File: config.mk
export PLATFORM = sky130hd
export DESIGN_NAME = npc_cell
export DESIGN_NICKNAME = d
export VERILOG_FILES = /design/src/rtl/npc_pkg.sv /design/src/rtl/npc_cell.sv
export SDC_FILE = /design/constraint.sdc
export NUM_CORES = 1
export LEC_CHECK = 0
export ABC_AREA = 0
export BUFFER_PORTS_ARGS = -buffer_cell sky130_fd_sc_hd__buf_2
export CAP_MARGIN = 20
export CORE_ASPECT_RATIO = 0.7
export CORE_MARGIN = 1
export CORE_UTILIZATION = 50
export CTS_CLUSTER_DIAMETER = 50
export DETAILED_ROUTE_END_ITERATION = 12
export GPL_ROUTABILITY_DRIVEN = 0
export PLACE_DENSITY = 0.8
export SYNTH_ARGS = -nofsm -noshare
export SYNTH_HDL_FRONTEND = slang
export SYNTH_SLANG_ARGS = --single-unit
File: constraint.sdc
create_clock -name clk -period 13.7 [get_ports clk]
set_input_delay 2.055 -clock clk [delete_from_list [all_inputs] [get_ports clk]]
set_output_delay 2.055 -clock clk [all_outputs]
set_load 0.05 [all_outputs]
File: src/rtl/npc_pkg.sv
// npc_pkg: shared types, codes and helpers for the nearest palette color search.
// No dependencies; used by the channel interfaces, npc_cell and nearest_palette_color.
`default_nettype none

package npc_pkg;

  localparam int unsigned CHAN_W  = 8;
  localparam int unsigned INDEX_W = 8;
  localparam int unsigned DIST_W  = 10;

  localparam logic OP_LOAD  = 1'b0;
  localparam logic OP_QUERY = 1'b1;

  localparam logic [DIST_W-1:0] DIST_START = 10'd1000;

  typedef logic [CHAN_W-1:0] chan_t;
  typedef logic [DIST_W-1:0] dist_t;

  typedef struct packed {
    chan_t red;
    chan_t green;
    chan_t blue;
  } color_t;

  // beat moving down the cell row
  typedef struct packed {
    logic               valid;
    logic               opcode;
    logic [INDEX_W-1:0] entry_index;
    color_t             color;
    dist_t              best_dist;
  } npc_tok_t;

  function automatic dist_t absdiff(input chan_t a, input chan_t b);
    chan_t d;
    d = (a > b) ? (a - b) : (b - a);
    return dist_t'(d);
  endfunction

  function automatic dist_t color_dist(input color_t a, input color_t b);
    return absdiff(a.red, b.red) + absdiff(a.green, b.green) + absdiff(a.blue, b.blue);
  endfunction

endpackage

`default_nettype wire

File: src/rtl/npc_cell.sv
// npc_cell: one palette entry plus one stage of the search row.
// Depends on npc_pkg; instanced in a chain by nearest_palette_color.
`default_nettype none

module npc_cell #(
  parameter int unsigned CELL_ID = 0,
  parameter int unsigned IDX_W   = 8
) (
  input  wire logic             clk,
  input  wire logic             rst_n,
  input  wire logic             adv,
  input  wire npc_pkg::npc_tok_t tok_i,
  input  wire logic [IDX_W-1:0] best_idx_i,
  output npc_pkg::npc_tok_t     tok_o,
  output logic      [IDX_W-1:0] best_idx_o
);
  import npc_pkg::*;

  color_t           entry_r;
  npc_tok_t         tok_r, tok_nxt;
  logic [IDX_W-1:0] best_idx_r, best_idx_nxt;
  logic             hit_load;
  dist_t            cur_dist;

  assign hit_load = tok_i.valid && (tok_i.opcode == OP_LOAD) &&
                    (tok_i.entry_index == INDEX_W'(CELL_ID));
  assign cur_dist = color_dist(entry_r, tok_i.color);

  always_comb begin
    tok_nxt      = tok_i;
    best_idx_nxt = best_idx_i;
    if (tok_i.valid && (tok_i.opcode == OP_QUERY) && (cur_dist < tok_i.best_dist)) begin
      tok_nxt.best_dist = cur_dist;
      best_idx_nxt      = IDX_W'(CELL_ID);
    end
  end

  always_ff @(posedge clk) begin
    if (adv && hit_load) begin
      entry_r <= tok_i.color;
    end
  end

  always_ff @(posedge clk) begin
    if (!rst_n) begin
      tok_r.valid <= 1'b0;
    end else if (adv) begin
      tok_r.valid <= tok_nxt.valid;
    end
    if (adv) begin
      tok_r.opcode      <= tok_nxt.opcode;
      tok_r.entry_index <= tok_nxt.entry_index;
      tok_r.color       <= tok_nxt.color;
      tok_r.best_dist   <= tok_nxt.best_dist;
      best_idx_r        <= best_idx_nxt;
    end
  end

  assign tok_o      = tok_r;
  assign best_idx_o = best_idx_r;

endmodule

`default_nettype wire

==> flow_summary.json, run 1 <==
{
  "status": "complete, no violations",
  "crit_path_start_kind": "input pin",
  "yosys-top-cells-area": "edfxtp_1 44%, ha_1 15%, fa_1 5.8%",
  "io_pins": 107,
  "fill_cells": 831,
  "numCtsBuffers": 9,
  "hpwl_um": 8231,
  "worstHoldEndpoint": "tok_o[43]",
  "synth.avg_cell_area_sq_um": 11.52,
  "syn_nets": 578,
  "hold_slack_ps": 534.0,
  "dp_cells": 667,
  "ant_nets": 0,
  "intPower_mw": 0.5157,
  "worstSkewPairLatency_ps": 350,
  "yosysWarningCount": 0,
  "ys_ff_latch": 76,
  "path_clk_slew_ps": 60,
  "final_area_sq_um": 6060,
  "ys_seq_area_share_pct": 44.14,
  "drtPass1Iterations": 5,
  "min_period_ps": 7909,
  "setup_violations": 0,
  "r2r-end": "tok_o[5]",
  "p_switching_mw": 0.3042,
  "hp-start": "tok_o[43]",
  "yosysTopAreaCell": "edfxtp_1",
  "path_max_fanout": 18,
  "cap_violations": 0,
  "antenna_cells": 0,
  "synth_commonest_cells": "76 x inv_1, 75 x edfxtp_1, 61 x ha_1",
  "path_cells": "buf_2 -> ha_1 -> inv_1 -> fa_1 -> a211oi_1 -> o31ai_1 -> o21bai_1 -> mux2_2 -> fa_1 -> ha_1 -> fa_1 -> a211o_1 -> a21oi_1 -> a21oi_1 -> nor2b_1 -> ha_1 -> a21o_1 -> a21o_1 -> a211o_1 -> a21oi_4 -> mux2_2",
  "post-route-util_pct": 61.62,
  "p_total_mw": 0.8199,
  "sw_frac_of_total_pct": 37.11,
  "die_h_um": 86.89,
  "netlist_instances": 447,
  "antenna_found_initial": 0,
  "synth.most_common_cell": "inv_1",
  "max_stage_delay_ps": 630,
  "track_usage_pct": 21.40,
  "portBuffers": 106,
  "grt-ovfl-total": 0,
  "slowest_stage": "o21bai_1",
  "crit_arrival_ps": 8010,
  "htreeDepth": 3,
  "cts-hold-fix-buffers": 0,
  "cts_setup_buffers": 0,
  "start_util_pct": 52.34,
  "via_per_inst": 5.357,
  "cts.sinks": 76,
  "rows": 30,
  "worstMarginPinSlew_ps": 779.0,
  "synth-main-ff-cell": "edfxtp_1",
  "wl_um": 10820,
  "holdPathStages": 2,
  "dp_slack_ps": 5438,
  "peakVddDrop_v": 0.00007962,
  "p_leak_nw": 2.866,
  "period_share_pct": 57.73,
  "p_clk_share_pct": 27.4,
  "yosysUniqueCellTypes": 42,
  "p_seq_share_pct": 34.5,
  "grt_pass1_wl_um": 17110,
  "rr_startpoint": "entry_r[0]",
  "area_delta_synth_final_pct": 17.72,
  "rsz0062_at_grt": "false",
  "fin_setup_tns_ps": 0,
  "synth-async-reset-ratio_pct": 0,
  "power_frac_comb_pct": 38.1,
  "root_buffer": "clkbuf_16",
  "synth_edf_count": 75,
  "r2r_slack_ps": 7180,
  "die_x_um": 123.3,
  "coreArea_sq_um": 9834,
  "worst-r2r-cell-count": 21,
  "layoutNonFillerInstCount": 683,
  "grt_pass1_vias": 3586,
  "die_area_sq_um": 10710,
  "holdCritPathClass": "flop to flop",
  "final-hold-violation-count": 0,
  "avgRoutedWirePerCell_um": 15.85,
  "synth_top_area_share_pct": 43.75,
  "cp.required_ps": 13800,
  "drive_above_1_share_pct": 24.68,
  "final_max_slew_viol_count": 0,
  "postPlaceCellArea_sq_um": 5777,
  "critical_path_class": "input pin to flop",
  "crit_family": "compound AO/OA/AOI/OAI gates",
  "nNetsFinal": 681,
  "power_density_nw_per_um2": 135.3,
  "drtIter0Drc": 242,
  "end_kind": "flop",
  "dr_total_vias": 3659,
  "cts_tree": "done",
  "grt_max_degree": 53,
  "drc": 0,
  "cp_num_buf_inv": 2,
  "clockBufferDepth": 2,
  "ctsResizeCount": 0,
  "skew_ps": 5.907,
  "syn-cell-area_sq_um": 5147,
  "timing.fmax_ghz": 0.1264,
  "setup_slack_ps": 5791,
  "relSlewSlack_pct": 47.96
}
-- power by group through the flow --
stage               logic (mW)  registers, mW  clock network, mW
finish                   0.313          0.283              0.224
global route             0.345          0.284              0.240
CTS                      0.312          0.283              0.231
detailed placement       0.309          0.288                  0
global placement         0.295          0.287                  0
floorplan                0.172          0.349                  0
-- cell usage in the layout (no fill, tap or decap), types with 13 or more instances in the layout --
cell | Yosys | routed
buf_2 | 12 | 106
inv_1 | 76 | 76
edfxtp_1 | 75 | 75
ha_1 | 61 | 61
a21oi_1 | 30 | 30
a21o_1 | 20 | 20
mux2i_1 | 19 | 19
fa_1 | 15 | 15
xor2_1 | 14 | 14
o21ai_0 | 13 | 13
-- kinds of logic (layout without fill, tap and decap cells) --
logic type                 count (synthesis)  count (layout)  share of synthesized area [%]
adders and majority gates                 76              76                          20.66
and+or+nand+nor                           51              51                          5.470
DFF                                       76              76                          44.14
muxes                                     32              32                          6.539
buffers and inverters                     92             200                          7.146
xor gates and xnor gates                  22              22                          3.743
AOI/OAI and AO/OA                         98              98                          12.30
-- registers in the layout (all words and copies together) (netlist names) --
signal / cells
tok_o: 44
entry_r: 24
best_idx_o: 8
-- worst reg2reg max path: cells and delay by family, from the launching register on --
family	cells	cell delay (ps)
AO/OA/AOI/OAI	10	2790
AND/OR/NAND/NOR	1	180
flip-flops	1	390
adder cells (fa/ha/maj)	6	1960
multiplexers	2	850
buffers and inverters	2	130
-- layer usage --
layer | wire [um] | up-vias | GRT usage [%]
met5 | 0 | - | 0
met4 | 181 | 0 | 8.981
met3 | 890 | 19 | 6.217
met2 | 4716 | 148 | 32.61
met1 | 5034 | 1712 | 28.58
li1 | - | 1780 | -
-- worst max path at each step --
stage                     startpoint       end  slack (ps)  depth (start not counted)
final                      tok_i[10]  tok_o[5]        5790                         21
after global routing       tok_i[10]  tok_o[5]        5440                         21
after CTS                  tok_i[10]  tok_o[5]        5820                         21
after detailed placement   tok_i[10]  tok_o[5]        5440                         21
after global placement     tok_i[10]  tok_o[5]        5810                         21
after floorplan            tok_i[10]  tok_o[7]        6500                         22
-- final cells by class --
type | instances | area [sq um] | area share (%)
clock buffers | 9 | 225.2 | 3.717
clock inverters | 7 | 57.56 | 0.9498
inverters | 76 | 285.3 | 4.708
multi-input cells | 279 | 2514 | 41.48
flip-flops and latches | 76 | 2272 | 37.50
well taps | 128 | 160.2 | 2.643
repair buffers | 108 | 545.5 | 9.003
No activity file was read; power rests on OpenSTA's default activity.
==> run 2: changes to the inputs <==
--- a/config.mk
+++ b/config.mk
@@ -5,7 +5,7 @@
 export SDC_FILE = /design/constraint.sdc
 export NUM_CORES = 1
 export LEC_CHECK = 0
-export ABC_AREA = 0
+export ABC_AREA = 1
 export BUFFER_PORTS_ARGS = -buffer_cell sky130_fd_sc_hd__buf_2
 export CAP_MARGIN = 20
 export CORE_ASPECT_RATIO = 0.7
@@ -14,7 +14,7 @@
 export CTS_CLUSTER_DIAMETER = 50
 export DETAILED_ROUTE_END_ITERATION = 12
 export GPL_ROUTABILITY_DRIVEN = 0
-export PLACE_DENSITY = 0.8
+export PLACE_DENSITY = 0.79
 export SYNTH_ARGS = -nofsm -noshare
 export SYNTH_HDL_FRONTEND = slang
 export SYNTH_SLANG_ARGS = --single-unit
==> constraint.sdc (replaced) <==
create_clock -name clk -period 8.15 [get_ports clk]
set_input_delay 1.2225 -clock clk [delete_from_list [all_inputs] [get_ports clk]]
set_output_delay 1.2225 -clock clk [all_outputs]
set_load 0.05 [all_outputs]
==> flow_summary.json, run 2 <==
{
  "path_clk_slew_ps": 60,
  "worstMarginPinSlew_ps": 660.2,
  "yosys-top-cells-area": "edfxtp_1 38%, nand2_1 16%, ha_1 13%",
  "track_usage_pct": 21.14,
  "grt_pass1_vias": 4573,
  "synthXorXnorAreaFrac_pct": 2.345,
  "worst-r2r-cell-count": 27,
  "synth_compound_area_share_pct": 4.961,
  "ant_nets": 0,
  "drive_above_1_share_pct": 17.22,
  "synth_commonest_cells": "247 x nand2_1, 168 x inv_1, 75 x edfxtp_1",
  "antenna_cells": 0,
  "htreeDepth": 3,
  "cts_tree": "done",
  "wl_met1_um": 6387,
  "cap_violations": 0,
  "die_area_sq_um": 12400,
  "io_pins": 107,
  "syn_nets": 886,
  "syn-cell-area_sq_um": 5977,
  "yosys.area_share.adder_pct": 17.79,
  "layout_common_cells": "247 x nand2_1, 168 x inv_1, 106 x buf_2",
  "antenna_found_initial": 0,
  "final_common_cell": "nand2_1",
  "fill_cells": 1013,
  "die_x_um": 132.7,
  "muxShareOfSynthArea_pct": 0,
  "grt-ovfl-total": 0,
  "drtPass1Iterations": 5,
  "cts.sinks": 76,
  "synth.most_common_cell": "nand2_1",
  "synth_top_area_share_pct": 37.68,
  "crit_arrival_ps": 5620,
  "drc": 0,
  "critical_path_class": "input pin to flop",
  "synth-simple-area-share_pct": 25.20,
  "portBuffers": 106,
  "hp-start": "tok_o[43]",
  "crit_path_start_kind": "input pin",
  "p_leak_nw": 3.830,
  "final_max_slew_viol_count": 0,
  "via_per_inst": 4.897,
  "min_period_ps": 5557,
  "rsz0062_at_grt": "false",
  "final-seq-area_sq_um": 2272,
  "wl_um": 12310,
  "die_h_um": 93.48,
  "netlist_instances": 755,
  "yosysUniqueCellTypes": 33,
  "yosysWarningCount": 0,
  "r2r_slack_ps": 3160,
  "end_kind": "flop",
  "status": "complete, no violations",
  "coreArea_sq_um": 11330,
  "hpwl_um": 9691,
  "area_delta_synth_final_pct": 16.37,
  "cts_setup_buffers": 0,
  "critPathLaunch": "tok_i[26]",
  "ys_seq_area_share_pct": 38.02,
  "r2r-end": "tok_o[5]",
  "synth_top_family_by_area": "simple AND/OR/NAND/NOR gates",
  "drtIter0Drc": 332,
  "ctsResizeCount": 0,
  "final-hold-violation-count": 0,
  "root_buffer": "clkbuf_16",
  "endpoint": "tok_o[5]",
  "wl_met2_um": 5022,
  "synth.avg_cell_area_sq_um": 7.917,
  "path_max_fanout": 17,
  "hold_slack_ps": 472.9,
  "cts-hold-fix-buffers": 0,
  "period_share_pct": 68.18,
  "grt_max_degree": 53,
  "clockBufferDepth": 2,
  "holdCritPathClass": "flop to flop",
  "multi_input_area_sq_um": 3007,
  "numCtsBuffers": 9,
  "yosysTopAreaCell": "edfxtp_1",
  "synth_edf_count": 75,
  "worstSkewPairLatency_ps": 330,
  "rr_startpoint": "entry_r[16]",
  "wl_met3_um": 822,
  "largest_register_ffs": 44,
  "nNetsFinal": 997,
  "cp.required_ps": 8210,
  "ys_ff_latch": 76,
  "start_util_pct": 52.75,
  "skew_ps": 7.427,
  "rows": 32,
  "synth-async-reset-ratio_pct": 0,
  "synth-main-ff-cell": "edfxtp_1",
  "avgRoutedWirePerCell_um": 12.02,
  "dr_total_vias": 5015,
  "peakVddDrop_v": 0.0001219,
  "relSlewSlack_pct": 55.99,
  "timing.fmax_ghz": 0.1800,
  "setup_violations": 0,
  "highest_layer": "met4",
  "grt_pass1_wl_um": 20850,
  "fin_setup_tns_ps": 0,
  "power_density_nw_per_um2": 196.7
}
-- run 2: cell types whose count changed in the layout (fill, tap and decap cells not counted), moves of 6 or more --
cell / before / now
mux2i_1: 19 / 0
a31oi_1: 7 / 0
a21o_1: 20 / 4
a211oi_1: 11 / 0
nor2b_1: 10 / 0
mux2_2: 11 / 0
a21oi_1: 30 / 24
nand3_1: 4 / 43
nor2_1: 6 / 30
inv_1: 76 / 168
xnor2_1: 8 / 0
nand2_1: 10 / 247
nand2_2: 0 / 13
-- run 2: worst min path at each step --
stage	end	cells past startpoint
after CTS	tok_o[43]	2
after detailed placement	tok_o[43]	2
final	tok_o[43]	2
after global routing	tok_o[43]	2
after floorplan	tok_o[43]	2
after global placement	tok_o[43]	2
-- run 2: final cells by class --
type                    instances  share of cell area [%]
flip-flops and latches         76                   32.67
inverters                     172                   9.318
well taps                     153                   2.752
clock inverters                 7                  0.9534
clock buffers                   9                   3.238
multi-input cells             499                   43.23
repair buffers                108                   7.843
-- run 2: cells by family after synthesis --
logic type / Yosys count
and+or+nand+nor: 358
buffers and inverters: 180
DFF: 76
AOI/OAI and AO/OA: 49
adders and majority gates: 76
xor gates and xnor gates: 16
-- run 2: routing by layer --
metal / track usage, % / vias to the layer above
met5: 0 / -
met4: 3.544 / 0
met3: 5.041 / 11
met2: 31.80 / 163
met1: 31.07 / 2260
li1: - / 2581
-- run 2: power by group --
group          internal [mW]  switching, mW
Clock                  0.235          0.154
Sequential             0.464        0.00551
Combinational          0.160          0.350
-- run 2: critical path, cell delays in order --
cell	delay (ps)
buf_2	120
ha_1	150
inv_1	70
fa_1	450
inv_1	120
o21ai_2	70
nand2_1	100
nand2_2	80
nand2_2	130
nand2_1	60
nand2_1	80
inv_1	60
fa_1	520
inv_1	70
fa_1	460
nand3_1	120
nand2_1	120
nand2_1	90
a21oi_1	60
nor2_1	140
ha_1	260
nand2_1	70
a21oi_1	70
nor2_1	160
nand3_1	460
nand2_1	180
o21ai_0	90
-- run 2: through the flow --
step	std cells	total power [mW]	utilization (%)	setup slack, ps	instance area, sq um
floorplan	755	0.8603	-	3087	5977
global placement	1008	0.9696	58.81	2435	6664
detailed placement	1008	0.9801	58.81	2296	6664
CTS	1024	1.373	61.38	2643	6955
global route	1024	1.464	61.38	2102	6955
finish	1024	1.368	61.38	2593	6955
